### config.mk
export PLATFORM = sky130hd
export DESIGN_NAME = dual_pulse_timing_meter
export DESIGN_NICKNAME = d
export VERILOG_FILES = /design/src/hw/rtl/dptm_pkg.sv /design/src/hw/rtl/dptm_sensor.sv /design/src/hw/rtl/dptm_gap.sv /design/src/hw/rtl/dual_pulse_timing_meter.sv
export SDC_FILE = /design/constraint.sdc
export NUM_CORES = 1
export LEC_CHECK = 0
export BUFFER_PORTS_ARGS = -buffer_cell sky130_fd_sc_hd__buf_4
export CAP_MARGIN = 5
export CORE_UTILIZATION = 30
export DETAILED_ROUTE_END_ITERATION = 12
export HOLD_SLACK_MARGIN = 0.03
export PLACE_DENSITY_LB_ADDON = 0.15
export SYNTH_ARGS = -nofsm -noshare
export SYNTH_HDL_FRONTEND = slang
export SYNTH_HIERARCHICAL = 1
export SYNTH_SLANG_ARGS = --single-unit
export TNS_END_PERCENT = 20
### constraint.sdc
create_clock -name clk_i -period 5.8 [get_ports clk_i]
set_clock_uncertainty 0.2 [all_clocks]
set_input_delay 1.45 -clock clk_i [delete_from_list [all_inputs] [get_ports clk_i]]
set_output_delay 1.45 -clock clk_i [all_outputs]
set_load 0.05 [all_outputs]
### src/hw/rtl/dptm_pkg.sv
`default_nettype none

package dptm_pkg;

  // width of every reported measure and of the timeout register
  localparam int unsigned MEAS_W    = 24;
  localparam int unsigned TIMEOUT_W = 24;

  // configuration port
  localparam int unsigned PADDR_W = 3;
  localparam int unsigned PDATA_W = 32;

  localparam logic [PADDR_W-3:0]   REG_NO_SIGNAL_TIMEOUT = 1'd0;
  localparam logic [TIMEOUT_W-1:0] TIMEOUT_RESET         = 24'd10000;

  // stream payload widths
  localparam int unsigned IN_DATA_W  = 8;
  localparam int unsigned OUT_DATA_W = 152;
  localparam int unsigned OUT_USER_W = 1;

  typedef struct packed {
    logic [MEAS_W-1:0] length;
    logic [MEAS_W-1:0] period;
  } sensor_meas_t;

endpackage

`default_nettype wire

### src/hw/rtl/dptm_sensor.sv
`default_nettype none

module dptm_sensor #(
  parameter int unsigned COUNT_WIDTH = 24
) (
  input  wire logic                           clk_i,
  input  wire logic                           rst_ni,
  input  wire logic                           win_i,
  input  wire logic                           high_i,
  input  wire logic [dptm_pkg::TIMEOUT_W-1:0] timeout_i,
  output dptm_pkg::sensor_meas_t              meas_o
);

  localparam int unsigned CMP_W = (COUNT_WIDTH > dptm_pkg::TIMEOUT_W) ?
                                  COUNT_WIDTH : dptm_pkg::TIMEOUT_W;
  localparam logic [COUNT_WIDTH-1:0] CNT_MAX = {COUNT_WIDTH{1'b1}};

  logic [COUNT_WIDTH-1:0] len_q, len_d;
  logic [COUNT_WIDTH-1:0] idle_q, idle_d;
  logic [COUNT_WIDTH-1:0] per_q, per_d;
  logic                   len_flag_q, len_flag_d;
  logic                   per_flag_q, per_flag_d;
  dptm_pkg::sensor_meas_t meas_q, meas_d;

  logic [COUNT_WIDTH-1:0] idle_inc;
  logic [COUNT_WIDTH-1:0] per_base;
  logic                   timed_out;

  assign idle_inc  = (idle_q == CNT_MAX) ? idle_q : idle_q + COUNT_WIDTH'(1);
  assign timed_out = CMP_W'(idle_inc) >= CMP_W'(timeout_i);

  always_comb begin
    len_d      = len_q;
    idle_d     = idle_q;
    per_d      = per_q;
    len_flag_d = len_flag_q;
    per_flag_d = per_flag_q;
    meas_d     = meas_q;
    per_base   = per_q;
    if (win_i) begin
      // pulse length and no-signal timeout
      if (high_i) begin
        len_d = (len_q == CNT_MAX) ? len_q : len_q + COUNT_WIDTH'(1);
        if (!len_flag_q) begin
          len_flag_d = 1'b1;
          idle_d     = '0;
        end
      end else if (len_flag_q) begin
        meas_d.length = dptm_pkg::MEAS_W'(len_q);
        len_d         = '0;
        len_flag_d    = 1'b0;
      end else begin
        idle_d = idle_inc;
        if (timed_out) begin
          meas_d.length = '0;
          idle_d        = '0;
        end
      end
      // rising-edge period
      if (high_i) begin
        if (!per_flag_q) begin
          meas_d.period = dptm_pkg::MEAS_W'(per_q);
          per_base      = '0;
          per_flag_d    = 1'b1;
        end
      end else begin
        per_flag_d = 1'b0;
      end
      per_d = (per_base == CNT_MAX) ? per_base : per_base + COUNT_WIDTH'(1);
    end
  end

  always_ff @(posedge clk_i or negedge rst_ni) begin
    if (!rst_ni) begin
      len_q      <= '0;
      idle_q     <= '0;
      per_q      <= '0;
      len_flag_q <= 1'b0;
      per_flag_q <= 1'b0;
      meas_q     <= '0;
    end else begin
      len_q      <= len_d;
      idle_q     <= idle_d;
      per_q      <= per_d;
      len_flag_q <= len_flag_d;
      per_flag_q <= per_flag_d;
      meas_q     <= meas_d;
    end
  end

  // next value, so the result register sees this window's update
  assign meas_o = meas_d;

endmodule

`default_nettype wire

### src/hw/rtl/dptm_gap.sv
`default_nettype none

module dptm_gap #(
  parameter int unsigned COUNT_WIDTH = 24
) (
  input  wire logic                        clk_i,
  input  wire logic                        rst_ni,
  input  wire logic                        win_i,
  input  wire logic                        start_i,
  input  wire logic                        stop_i,
  output logic [dptm_pkg::MEAS_W-1:0]      gap_o
);

  localparam logic [COUNT_WIDTH-1:0] CNT_MAX = {COUNT_WIDTH{1'b1}};

  logic [COUNT_WIDTH-1:0]        cnt_q, cnt_d;
  logic                          armed_q, armed_d;
  logic [dptm_pkg::MEAS_W-1:0]   gap_q, gap_d;
  logic [COUNT_WIDTH-1:0]        base;

  always_comb begin
    cnt_d   = cnt_q;
    armed_d = armed_q;
    gap_d   = gap_q;
    base    = cnt_q;
    if (win_i) begin
      if (start_i && !armed_q) begin
        base    = '0;
        armed_d = 1'b1;
      end
      // start and stop in the same window record zero
      if (stop_i && armed_d) begin
        gap_d   = dptm_pkg::MEAS_W'(base);
        armed_d = 1'b0;
      end
      cnt_d = (base == CNT_MAX) ? base : base + COUNT_WIDTH'(1);
    end
  end

  always_ff @(posedge clk_i or negedge rst_ni) begin
    if (!rst_ni) begin
      cnt_q   <= '0;
      armed_q <= 1'b0;
      gap_q   <= '0;
    end else begin
      cnt_q   <= cnt_d;
      armed_q <= armed_d;
      gap_q   <= gap_d;
    end
  end

  assign gap_o = gap_d;

endmodule

`default_nettype wire

### src/hw/rtl/dual_pulse_timing_meter.sv
`default_nettype none

// Dual pulse timing meter. Each request on the input stream is one sample of
// the mode, down and up pins; every SAMPLES_PER_WINDOW samples form a window
// in which a pin counts as high when more than half its samples were high.
// At each window close the block updates auto_on, the high-pulse length and
// rising-edge period of both sensors and the up-to-down and down-to-up gaps,
// all counted in windows and saturating at 2^COUNT_WIDTH-1 (reported as the
// low 24 bits). Every sample gives exactly one result, carrying window_done
// in tuser. A sample can be accepted every cycle and its result appears in the
// next cycle from the single output register. While that result waits for
// m_axis_tready the input is held off; when the result is taken in the same
// cycle a new sample arrives, both move with no gap. no_signal_timeout
// (address 0) sets how many idle windows pass before a zero length is
// recorded; write it only while the stream is idle.
module dual_pulse_timing_meter #(
  parameter int unsigned SAMPLES_PER_WINDOW = 2,
  parameter int unsigned COUNT_WIDTH        = 24
) (
  input  wire logic                            clk_i,
  input  wire logic                            rst_ni,
  // sample stream
  input  wire logic                            s_axis_tvalid,
  output logic                                 s_axis_tready,
  // [0] mode_pin, [1] down_pin, [2] up_pin, [7:3] zero
  input  wire logic [dptm_pkg::IN_DATA_W-1:0]  s_axis_tdata,
  // result stream
  output logic                                 m_axis_tvalid,
  input  wire logic                            m_axis_tready,
  // [0] auto_on, [24:1] up_length, [48:25] down_length, [72:49] up_period,
  // [96:73] down_period, [120:97] up_to_down_gap, [144:121] down_to_up_gap,
  // [151:145] zero
  output logic [dptm_pkg::OUT_DATA_W-1:0]      m_axis_tdata,
  // [0] window_done
  output logic [dptm_pkg::OUT_USER_W-1:0]      m_axis_tuser,
  // configuration
  input  wire logic                            psel,
  input  wire logic                            penable,
  input  wire logic                            pwrite,
  input  wire logic [dptm_pkg::PADDR_W-1:0]    paddr,
  input  wire logic [dptm_pkg::PDATA_W-1:0]    pwdata,
  output logic [dptm_pkg::PDATA_W-1:0]         prdata,
  output logic                                 pready
);

  localparam int unsigned PW   = $clog2(SAMPLES_PER_WINDOW + 1);
  localparam int unsigned HALF = SAMPLES_PER_WINDOW / 2;
  localparam int unsigned MW   = dptm_pkg::MEAS_W;

  // configuration register
  logic [dptm_pkg::TIMEOUT_W-1:0] timeout_q;
  logic                           reg_hit;

  assign pready  = 1'b1;
  assign reg_hit = paddr[dptm_pkg::PADDR_W-1:2] == dptm_pkg::REG_NO_SIGNAL_TIMEOUT;
  assign prdata  = reg_hit ? dptm_pkg::PDATA_W'(timeout_q) : '0;

  always_ff @(posedge clk_i or negedge rst_ni) begin
    if (!rst_ni) begin
      timeout_q <= dptm_pkg::TIMEOUT_RESET;
    end else if (psel && penable && pwrite && pready && reg_hit) begin
      timeout_q <= pwdata[dptm_pkg::TIMEOUT_W-1:0];
    end
  end

  // window sampling
  logic          accept;
  logic          m_valid_q;
  logic [PW-1:0] pos_q, pos_d;
  logic [PW-1:0] tally_q [3];
  logic [PW-1:0] tally_d [3];
  logic [PW:0]   tally_sum [3];
  logic          qual [3];
  logic          win;
  logic          auto_q, auto_d;

  assign s_axis_tready = !m_valid_q || m_axis_tready;
  assign accept        = s_axis_tvalid && s_axis_tready;
  assign win = accept && (({1'b0, pos_q} + 1'b1) == (PW + 1)'(SAMPLES_PER_WINDOW));

  always_comb begin
    pos_d  = pos_q;
    auto_d = auto_q;
    for (int i = 0; i < 3; i++) begin
      tally_sum[i] = {1'b0, tally_q[i]} + {{PW{1'b0}}, s_axis_tdata[i]};
      qual[i]      = tally_sum[i] > (PW + 1)'(HALF);
      tally_d[i]   = tally_q[i];
    end
    if (win) begin
      pos_d  = '0;
      auto_d = qual[0];
      for (int i = 0; i < 3; i++) begin
        tally_d[i] = '0;
      end
    end else if (accept) begin
      pos_d = pos_q + PW'(1);
      for (int i = 0; i < 3; i++) begin
        tally_d[i] = tally_sum[i][PW-1:0];
      end
    end
  end

  always_ff @(posedge clk_i or negedge rst_ni) begin
    if (!rst_ni) begin
      pos_q  <= '0;
      auto_q <= 1'b0;
      for (int i = 0; i < 3; i++) begin
        tally_q[i] <= '0;
      end
    end else begin
      pos_q  <= pos_d;
      auto_q <= auto_d;
      for (int i = 0; i < 3; i++) begin
        tally_q[i] <= tally_d[i];
      end
    end
  end

  // measures; qual[1] is down, qual[2] is up
  dptm_pkg::sensor_meas_t up_meas, down_meas;
  logic [MW-1:0]          up_to_down, down_to_up;

  dptm_sensor #(.COUNT_WIDTH(COUNT_WIDTH)) u_up (
    .clk_i    (clk_i),
    .rst_ni   (rst_ni),
    .win_i    (win),
    .high_i   (qual[2]),
    .timeout_i(timeout_q),
    .meas_o   (up_meas)
  );

  dptm_sensor #(.COUNT_WIDTH(COUNT_WIDTH)) u_down (
    .clk_i    (clk_i),
    .rst_ni   (rst_ni),
    .win_i    (win),
    .high_i   (qual[1]),
    .timeout_i(timeout_q),
    .meas_o   (down_meas)
  );

  dptm_gap #(.COUNT_WIDTH(COUNT_WIDTH)) u_gap_up_down (
    .clk_i  (clk_i),
    .rst_ni (rst_ni),
    .win_i  (win),
    .start_i(qual[2]),
    .stop_i (qual[1]),
    .gap_o  (up_to_down)
  );

  dptm_gap #(.COUNT_WIDTH(COUNT_WIDTH)) u_gap_down_up (
    .clk_i  (clk_i),
    .rst_ni (rst_ni),
    .win_i  (win),
    .start_i(qual[1]),
    .stop_i (qual[2]),
    .gap_o  (down_to_up)
  );

  // result register
  logic [dptm_pkg::OUT_DATA_W-1:0] data_q;
  logic                            done_q;

  always_ff @(posedge clk_i or negedge rst_ni) begin
    if (!rst_ni) begin
      m_valid_q <= 1'b0;
    end else if (accept) begin
      m_valid_q <= 1'b1;
    end else if (m_axis_tready) begin
      m_valid_q <= 1'b0;
    end
  end

  always_ff @(posedge clk_i) begin
    if (accept) begin
      done_q <= win;
      data_q <= dptm_pkg::OUT_DATA_W'({down_to_up, up_to_down, down_meas.period,
                                       up_meas.period, down_meas.length,
                                       up_meas.length, auto_d});
    end
  end

  assign m_axis_tvalid = m_valid_q;
  assign m_axis_tdata  = data_q;
  assign m_axis_tuser  = done_q;

`ifndef NO_ASSERTIONS
  a_result_follows: assert property (@(posedge clk_i) disable iff (!rst_ni)
    accept |=> m_valid_q)
    else $error("accepted sample produced no result");

  a_pos_in_range: assert property (@(posedge clk_i) disable iff (!rst_ni)
    ({1'b0, pos_q} < (PW + 1)'(SAMPLES_PER_WINDOW)))
    else $error("sample position beyond window");

  a_window_clears: assert property (@(posedge clk_i) disable iff (!rst_ni)
    win |=> (pos_q == '0) && (tally_q[0] == '0) && (tally_q[1] == '0)
            && (tally_q[2] == '0))
    else $error("window close did not clear counters");

  a_tally_bounded: assert property (@(posedge clk_i) disable iff (!rst_ni)
    (tally_q[0] <= pos_q) && (tally_q[1] <= pos_q) && (tally_q[2] <= pos_q))
    else $error("ones tally exceeds samples taken");
`endif

endmodule

`default_nettype wire
==> impl_results.md, run 1 <==
* Pwr/cell area at 360 nW/µm²
* Fin. Hold Viols at 0
* Ys flop type: dfrtp_1
* P_leak at 12.5 nW
* Die area at 82400 µm²
* Syn-to-layout area delta at 19.9%
* Largest net degree at the start of global routing at 116
* Via density at 4.88
* Slew headroom at 0.338
* Yosys cell types at 81
* Tot Pwr at 10.5 mW
* Unrepaired setup endpoints after global routing: no
* GR Util All Layers at 0.146
* Sink Count at 520
* Vias in the first global route at 17000
* CTS HTree Levels at 2
* Initial Util at 0.303
* Ports at 238
* Vias at 16900
* Fraction of registers with async set or reset after synthesis at 0.719
* Status: completed
* Register area share after synthesis at 0.564
* Commonest cells after routing, fill and taps aside: dfrtp_1 (369), nand2_1 (277), buf_4 (232)
* Clock slew at reported path FFs at 0.06 ns
* Crit start category: flip-flop
* Core Footprint at 80400 µm²
* Clk_lat worst skew at 0.63 ns
* Commonest non-fill, non-tap cell in the layout: dfrtp_1
* WL per Instance at 17.4 µm
* CTS Buf Count at 61
* Initial DRT Pass Iterations at 5
* Maximum clock rate at 204 MHz
* EDFF count, synth at 146
* CTS Root Buffer Type: clkbuf_16
* Hold path depth at 2
* Gate Count Post-Synth at 2144
* Setup Fix Bufs, Post-CTS at 0
* Final ANT Viol Nets at 0
* CTS tree: built
* Clock Tree Buf Depth at 3
* Dpl cells at 3349
* Slew Limit Fails at 0
* Share of the synthesized area in the top cell type at 0.379
* Final net count at 2467
* Port Buffers at 206
* Drt initial violations at 1010
* Top post-synthesis cells by area: dfrtp_1 (38%), edfxtp_1 (18%), nand2_1 (4.3%)
* Die H at 287 µm
* HPWL Detailed at 40500 µm
* Cell Area, Synth at 24400 µm²
* DRC violations left at 0
* Kind of critical path: flip-flop to flip-flop
* Cell taking the most area after synthesis: dfrtp_1
* Final setup violation count at 0
* Num rows at 104
* WL final at 60300 µm
* Max Cap Violations at 0
* Worst EP arrival at 5.22 ns
* Gpl congestion at 0.810
* Reg area at 13700 µm²
* Ant diodes at 0
* First-pass GRT wire length at 96500 µm
* WP data required at 6.11 ns
* Die width at 287 µm
* Worst Hold Class: flip-flop to flip-flop
* Fin crit period at 4.91 ns
* Syn avg cell area at 11.4 µm²
* TNS Setup at 0 ns
* Gr ovfl total at 0
* Final cell count without fillers at 3465
* Worst ir drop on vdd at 270 µV
* Hold Slack at 0.287 ns
* Yosys warnings at 6
* Layout cells sized above 1 at 0.202
* Period utilization at 0.847
* Hold Buf Count CTS at 0
* Slew @ Worst Pin at 0.991 ns
* Worst reg2reg path depth at 14
* Filler cell count at 7916
* CP Max Fanout at 10
* #FFs+latches synth at 520
* Multi-input logic area at 9820 µm²
* Setup crit end kind: flip-flop
* CTS resizes at 0
* Initial antenna violation count at 0
==> layer usage <==
metal,global-route usage,up-vias,routed length [µm]
met4,0.0398,0,1160
met2,0.240,323,28600
met3,0.0256,75,2700
met5,0,-,0
met1,0.198,8378,27800
li1,-,8146,-
==> synth_stat cells (10+ instances only) <==
library cell,n
nand2b_1,26
xor2_1,38
nor2b_1,31
a21oi_1,44
xnor2_1,98
nand4_1,60
or3_1,14
a31oi_1,24
edfxtp_1,146
nor4b_1,10
and3_1,23
o211ai_1,10
a22o_1,70
and4_1,26
and2_1,16
nor3_1,32
mux2i_1,13
inv_1,88
buf_4,22
ha_1,65
clkbuf_1,52
nor2_1,101
dfrtp_1,369
nand2_1,279
o311ai_0,14
o21ai_0,78
nand3_1,84
a211oi_1,10
nor4_1,30
buf_2,18
mux2_4,20
mux2_2,62
==> kinds of logic after synthesis <==
group	count (synthesis)	synth area share
other	2	0.000308
muxes	95	0.0463
xor gates and xnor gates	136	0.0488
and+or+nand+nor	803	0.177
AOI/OAI and AO/OA	327	0.0944
DFF	520	0.564
adders and majority gates	65	0.0334
buffers and inverters	196	0.0364
==> per-stage QoR <==
stage                     area, µm²  utilization  setup slack [ns]
after floorplan               24400            -             0.413
after global placement        27100        0.337             0.975
after detailed placement      27100        0.337             0.927
after CTS                     29200        0.363             0.913
after global routing          29200        0.363             0.501
final                         29200        0.363             0.887
==> critical path, cell delays in order, from the launching register on <==
cell and delay, ns:
dfrtp_1 0.45, ha_1 0.29, nand3_2 0.17, nor4_4 0.58, nand2_2 0.25, and4_2 0.31
xor2_1 0.15, ha_1 0.30, nand2_1 0.05, nor3_1 0.35, nand4b_1 0.24, a311oi_1 0.65
buf_4 0.31, nor2_2 0.15, a32o_1 0.33
==> flip-flops by register name, summed over array words and instances, names as in the netlist <==
name                   flops
auto_q                     1
m_axis_tdata             145
m_axis_tuser               1
m_axis_tvalid              1
pos_q                      2
tally_q                    6
timeout_q                 24
u_down/idle_q             24
u_down/len_q              24
u_down/meas_q             48
u_down/per_flag_q          1
u_down/per_q              24
u_gap_down_up/armed_q      1
u_gap_down_up/cnt_q       24
u_gap_down_up/gap_q       24
u_gap_up_down/armed_q      1
u_gap_up_down/cnt_q       24
u_gap_up_down/gap_q       24
u_up/idle_q               24
u_up/len_q                24
u_up/meas_q               48
u_up/per_flag_q            1
u_up/per_q                24
==> worst paths after layout <==
kind                                         start                       to  slack, ns
max                                 u_up/idle_q[0]           u_up/idle_q[1]       0.89
min                        u_gap_down_up/gap_q[13]  u_gap_down_up/gap_q[13]       0.29
max reg2reg                         u_up/idle_q[0]           u_up/idle_q[1]       0.89
min reg2reg                u_gap_down_up/gap_q[13]  u_gap_down_up/gap_q[13]       0.29
max in group asynchronous                   rst_ni          u_down/len_q[6]       3.57
min in group asynchronous                   rst_ni  u_gap_down_up/gap_q[21]       0.60
==> power breakdown <==
part	leakage (nW)	internal [mW]	switching [mW]
logic	4.90	0.690	1.35
registers	6.51	4.15	0.293
clock network	1.06	2.49	1.57
==> final cells by class <==
type	count	area share
Sequential cell	520	0.470
Multi-Input combinational cell	1442	0.336
Timing Repair Buffer	237	0.0628
Clock buffer	83	0.0592
Tap cell	1060	0.0454
Clock inverter	33	0.0143
Inverter	90	0.0117
(Power assumes the default switching activity.)
==> run 2, diff against run 1 <==
ABC_AREA = 1   (was unset)
clock period = 4.9 ns   (was 5.8 ns; I/O delays follow)
==> run 2 against run 1 <==
Power up 46%. Hold slack worse by 0.0060 ns. Synthesized cell count up 65%. Cell count up 45%. Synthesized area up 17%. Flip-flop and latch count unchanged. Via count up 35%. Final area up 15%. Core utilization down 0.45 points. Die area up 17%. Critical path type unchanged. Largest cell class unchanged. Highest routed layer unchanged.
==> impl_results.md, run 2 <==
* DRC violations left at 0 (unchanged)
* Vias in the first global route at 22100 (+30%)
* WL final at 79100 µm (+31%)
* Ports at 238 (unchanged)
* Maximum clock rate at 249 MHz (+22%)
* Fraction of registers with async set or reset after synthesis at 0.719 (unchanged)
* Critical path's largest stage delay at 0.49 ns (-0.16 ns)
* First-pass GRT wire length at 127000 µm (+31%)
* Layout Utilization at 0.359 (-0.00449)
* Vias at 22800 (+35%)
* Gr ovfl total at 0 (unchanged)
* Syn avg cell area at 8.06 µm² (-29%)
* Initial DRT Pass Iterations at 5 (unchanged)
* Sink Count at 520 (unchanged)
* Setup crit end kind: flip-flop
* Met3 Track Usage GR at 0.0398 (+0.0142)
* Commonest non-fill, non-tap cell in the layout: nand2_1
* Num rows at 112 (+7.7%)
* Initial antenna violation count at 0 (unchanged)
* Clock Tree Buf Depth at 3 (unchanged)
* Crit start category: flip-flop
* Final ANT Viol Nets at 0 (unchanged)
* Register area share after synthesis at 0.482 (-0.0817)
* Max Cap Violations at 0 (unchanged)
* Syn-to-layout area delta at 18.0%
* Critical-path cell list: ha_1 -> inv_1 -> nor2_2 -> nand2_2 -> nor2_4 -> nand2_2 -> nand2_1 -> ha_1 -> nand4_1 -> nor2_1 -> nand2_1 -> a21oi_1 -> nor2_4 -> buf_12 -> nand4_1 -> nand2_1
* Drt initial violations at 1419 (+40%)
* Worst Hold Class: flip-flop to flip-flop
* CP Launch Point: u_down/idle_q[0]
* P_leak at 15.6 nW (+25%)
* Final setup violation count at 0 (unchanged)
* CTS HTree Levels at 3 (+1)
* Yosys cell types at 43 (-47%)
* WP buf/inv at 2 (+1)
* Cell Area, Synth at 28500 µm² (+17%)
* Hold Buf Count CTS at 0 (unchanged)
* EDFF count, synth at 146 (unchanged)
* Ys flop type: dfrtp_1
* Top post-synthesis cells by area: dfrtp_1 (32%), edfxtp_1 (15%), nand2_1 (13%)
* CTS tree: built
* Port Buffers at 206 (unchanged)
* Setup Fix Bufs, Post-CTS at 0 (unchanged)
* Layout cells sized above 1 at 0.150 (-0.0513)
* Gate Count Post-Synth at 3539 (+65%)
* Initial Util at 0.304 (+0.000970)
* TNS Setup at 0 ns (unchanged)
* Largest net degree at the start of global routing at 90 (-22%)
* Cell mode on critical path: nand2_1
* Top Usage Layer GRT: met2
* Clk_lat worst skew at 0.62 ns (about the same)
* Count leader, synth: nand2_1
* HP Start: u_gap_up_down/gap_q[1]
* GR Util All Layers at 0.167 (+0.0207)
* Slew Limit Fails at 0 (unchanged)
* WL per Instance at 15.7 µm (-9.6%)
* Met1 GRT Util at 0.228 (+0.0305)
* Unrepaired setup endpoints after global routing: no
* CTS Root Buffer Type: clkbuf_16
* Fin. Hold Viols at 0 (unchanged)
* Period utilization at 0.819 (-0.0275)
* Pwr/cell area at 455 nW/µm² (+26%)
* Clock slew at reported path FFs at 0.06 ns (about the same)
* RR Startpoint: u_down/idle_q[0]
* #FFs+latches synth at 520 (unchanged)
* Slew headroom at 0.420 (+0.0823)
* Slew @ Worst Pin at 0.869 ns (-0.122 ns)
* Kind of critical path: flip-flop to flip-flop
* HPWL Detailed at 54800 µm (+35%)
* Gpl congestion at 0.854 (+5.4%)
* Share of the synthesized area in the top cell type at 0.324 (-0.0549)
* Worst EP arrival at 4.16 ns (-1.06 ns)
* WP data required at 5.04 ns (-1.07 ns)
* Crit path max-delay family: simple AND/OR/NAND/NOR gates
* Via density at 4.54 (-7.0%)
* Fin crit period at 4.02 ns (-0.897 ns)
* Die H at 310 µm (+8.1%)
* Ant diodes at 0 (unchanged)
* CTS resizes at 0 (unchanged)
* Die area at 96300 µm² (+17%)
* GRT met2 Usage at 0.263 (+0.0232)
* Crit-path slowest cell: dfrtp_1
* Max reg flops at 145 (unchanged)
* Yosys warnings at 6 (unchanged)
* Status: completed
* Worst ir drop on vdd at 243 µV (-9.7%)
* Die width at 310 µm (+8.1%)
* Final net count at 3833 (+55%)
* Core Footprint at 93700 µm² (+17%)
* Post-synth top cells: nand2_1 (1016), inv_1 (467), dfrtp_1 (369), nor2_1 (365), nand3_1 (222)
* CTS Buf Count at 68 (+11%)
* Commonest cells after routing, fill and taps aside: nand2_1 (1015), inv_1 (466), dfrtp_1 (367)
* CP Max Fanout at 48 (+38)
* Cell taking the most area after synthesis: dfrtp_1
run 2: where the power goes:
group	leakage (nW)	total (mW)	internal [mW]	switching [mW]
sequential	6.53	5.84	5.31	0.537
combinational	7.96	4.21	1.21	3.00
clock	1.14	5.27	3.23	2.04
total	15.6	15.3	9.75	5.57
run 2: cells by family after synthesis:
kind of cell,synth area share
simple gates,0.302
buf+inv,0.0950
flops,0.482
compound gates,0.0576
xor+xnor,0.0289
fa+ha+maj,0.0285
mux,0.00553
other cells,0.000263
run 2: layout make-up:
cell class | instances | area (µm²)
clock buffer | 89 | 1920
fill | 9821 | 60100
tap | 1254 | 1570
timing repair buffer | 248 | 2020
sequential | 520 | 13800
inverter | 484 | 1820
clock inverter | 34 | 415
multi-input combinational | 2396 | 12200
run 2: worst register-to-register path, stage by stage, from the launching register on:
cell	delay, ns
dfrtp_1	0.49
ha_1	0.34
inv_1	0.10
nor2_2	0.23
nand2_2	0.12
nor2_4	0.17
nand2_2	0.33
nand2_1	0.27
ha_1	0.15
nand4_1	0.15
nor2_1	0.33
nand2_1	0.09
a21oi_1	0.24
nor2_4	0.07
buf_12	0.19
nand4_1	0.16
nand2_1	0.10
run 2: metal layers:
| layer | wire (µm) | vias up |
|---|---|---|
| met1 | 37700 | 10700 |
| met5 | 0 | - |
| met2 | 35700 | 358 |
| met3 | 4100 | 99 |
| met4 | 1590 | 0 |
| li1 | - | 11700 |
run 2: per-stage QoR:
| step | instance area [µm²] | power [mW] | worst slack [ns] | std cells | hold WS (ns) |
|---|---|---|---|---|---|
| floorplan | 28600 | 8.91 | 0.488 | 3553 | 0.241 |
| global placement | 31300 | 10.2 | 0.769 | 4902 | 0.261 |
| detailed placement | 31300 | 10.2 | 0.775 | 4902 | 0.263 |
| CTS | 33700 | 15.6 | 0.823 | 5025 | 0.280 |
| global route | 33700 | 16.3 | 0.449 | 5025 | 0.308 |
| finish | 33700 | 15.3 | 0.884 | 5025 | 0.281 |
run 2: path summary, 6_finish.rpt:
| check | end | slack [ns] | cells after the start |
|---|---|---|---|
| max | m_axis_tdata[27] | 0.88 | 16 |
| min | u_gap_up_down/gap_q[1] | 0.28 | 2 |
| max reg2reg | m_axis_tdata[27] | 0.88 | 16 |
| min reg2reg | u_gap_up_down/gap_q[1] | 0.28 | 2 |
| max in group asynchronous | u_gap_up_down/cnt_q[22] | 3.08 | 2 |
| min in group asynchronous | timeout_q[0] | 0.46 | 1 |
==> run 3, diff against run 2 <==
clock period = 3.53 ns   (was 4.9 ns; I/O delays follow)
==> run 3 against run 2 <==
Sequential share of layout area is 1.4 points lower. Hold slack lost 0.21 ns. Largest power group unchanged. Largest cell class unchanged. Clock power grew 40%.
==> impl_results.md, run 3 (same netlist as run 2, synthesis figures left out) <==
* Ports at 238 (unchanged)
* Period utilization at 0.950 (+0.130)
* Dpl cell area at 32400 µm² (+3.5%)
* Die area at 96300 µm² (unchanged)
* Commonest cells after routing, fill and taps aside: nand2_1 (1015), inv_1 (464), dfrtp_1 (366)
* Fin. Hold Viols at 0 (unchanged)
* Final net count at 3959 (+3.3%)
* WL final at 80000 µm (+1.2%)
* Syn-to-layout area delta at 22.1%
* Worst Hold Class: input port to async pin
* Die H at 310 µm (unchanged)
* Hold Buf Count CTS at 0 (unchanged)
* Critical-path cell list: ha_1 -> inv_1 -> nor2_2 -> nand2_2 -> nor2_4 -> nand2_2 -> buf_12 -> nand2_1 -> ha_1 -> nand2_1 -> nor2_1 -> and2_1 -> nand2_1 -> a21oi_1 -> nor2_4 -> buf_12 -> nand4_1 -> nand2_1
* Clk_lat worst skew at 0.63 ns (about the same)
* Final ANT Viol Nets at 0 (unchanged)
* Worst ir drop on vdd at 364 µV (+50%)
* Final setup violation count at 0 (unchanged)
* P_leak at 16.3 nW (+4.4%)
* CTS Buf Count at 68 (unchanged)
* Slew Limit Fails at 0 (unchanged)
* Via density at 4.49 (-1.2%)
* RR Startpoint: u_down/idle_q[0]
* Max Cap Violations at 0 (unchanged)
* Ant diodes at 0 (unchanged)
* DRC violations left at 0 (unchanged)
* CTS tree: built
* Kind of critical path: flip-flop to flip-flop
* Initial DRT Pass Iterations at 5 (unchanged)
* Status: completed
* Slew headroom at 0.370 (-0.0497)
* Die width at 310 µm (unchanged)
* Largest net degree at the start of global routing at 72 (-20%)
* Pwr/cell area at 627 nW/µm² (+38%)
* Core Footprint at 93700 µm² (unchanged)
* Worst EP arrival at 3.50 ns (-0.66 ns)
* Critical path's largest stage delay at 0.38 ns (-0.11 ns)
* Sink Count at 520 (unchanged)
* Setup crit end kind: flip-flop
* Setup Fix Bufs, Post-CTS at 0 (unchanged)
* Fin crit period at 3.35 ns (-0.663 ns)
* Crit start category: flip-flop
* Initial Util at 0.304 (unchanged)
* Gr ovfl total at 0 (unchanged)
* Num rows at 112 (unchanged)
* CTS HTree Levels at 3 (unchanged)
* Unrepaired setup endpoints after global routing: no
* Initial antenna violation count at 0 (unchanged)
* TNS Setup at 0 ns (unchanged)
* GR Util All Layers at 0.169 (+0.00187)
* Cell mode on critical path: nand2_1
* CTS Root Buffer Type: clkbuf_16
* Clock Tree Buf Depth at 3 (unchanged)
* WL per Instance at 15.5 µm (-1.3%)
* Crit-path slowest cell: dfrtp_1
* HPWL Detailed at 57100 µm (+4.1%)
* WP data required at 3.68 ns (-1.36 ns)
* First-pass GRT wire length at 128000 µm (+1.0%)
* Gpl congestion at 0.873 (+2.2%)
* Vias at 23100 (+1.3%)
* Layout Utilization at 0.371 (+0.0125)
* Commonest non-fill, non-tap cell in the layout: nand2_1
* Maximum clock rate at 298 MHz (+20%)
* Post-route cell area at 34800 µm² (+3.5%)
* CP Max Fanout at 32 (-33%)
* Drt initial violations at 1379 (-2.8%)
* CP Launch Point: u_down/idle_q[0]
* Clock slew at reported path FFs at 0.06 ns (about the same)
* Port Buffers at 206 (unchanged)
* Slew @ Worst Pin at 0.943 ns (+0.0744 ns)
* Vias in the first global route at 22700 (+2.6%)
* Layout cells sized above 1 at 0.180 (+0.0299)
* Max reg flops at 145 (unchanged)
## run 3: worst paths after layout
path,endpoint,slack (ns),cells after the start
setup / recovery,m_axis_tdata[43],0.18,18
hold / removal,timeout_q[1],0.08,1
setup reg to reg,m_axis_tdata[43],0.18,18
hold reg to reg,u_gap_down_up/gap_q[1],0.27,2
max in group asynchronous,u_gap_up_down/cnt_q[15],2.23,2
min in group clk_i,u_gap_down_up/gap_q[1],0.27,2
## run 3: per-layer routing
metal  vias to the layer above  share of wire  track usage
met2                       342           0.45        0.266
met1                     10800           0.48        0.230
met5                         -              0            0
li1                      11900              -            -
met3                        92          0.052       0.0380
met4                         0          0.020       0.0477
## run 3: critical path, delay by kind of cell, from the launching register on
| family | cells | cell delay, ns |
|---|---|---|
| buf+inv | 3 | 0.43 |
| compound gates | 1 | 0.22 |
| simple gates | 12 | 1.24 |
| flops | 1 | 0.38 |
| fa+ha+maj | 2 | 0.55 |
## run 3: area by class of cell
cell class	instances	area (µm²)
fill	9655	58900
sequential	520	13800
multi-input combinational	2396	12200
timing repair buffer	374	3120
clock buffer	84	1870
inverter	484	1830
tap	1254	1570
clock inverter	42	504
## run 3: timing repair
action                                 4_1_cts  5_1_grt
setup endpoints to repair                    0       58
endpoints found under the hold margin        0        0
resized for setup                            0        6
## run 3: per-stage QoR
step	power, mW	setup slack [ns]	hold WS [ns]	std cells
final	21.8	0.177	0.0753	5154
after global routing	23.2	0.00436	0.114	5154
after CTS	22.2	0.112	0.0782	5154
after detailed placement	14.6	-0.0623	0.263	5028
after global placement	14.6	-0.0277	0.266	5028
after floorplan	12.4	-0.439	0.241	3553
## run 3: power by group
group	internal, mW	total (mW)	switching [mW]
registers	7.37	8.08	0.708
logic	2.08	6.38	4.30
clock network	4.51	7.37	2.85
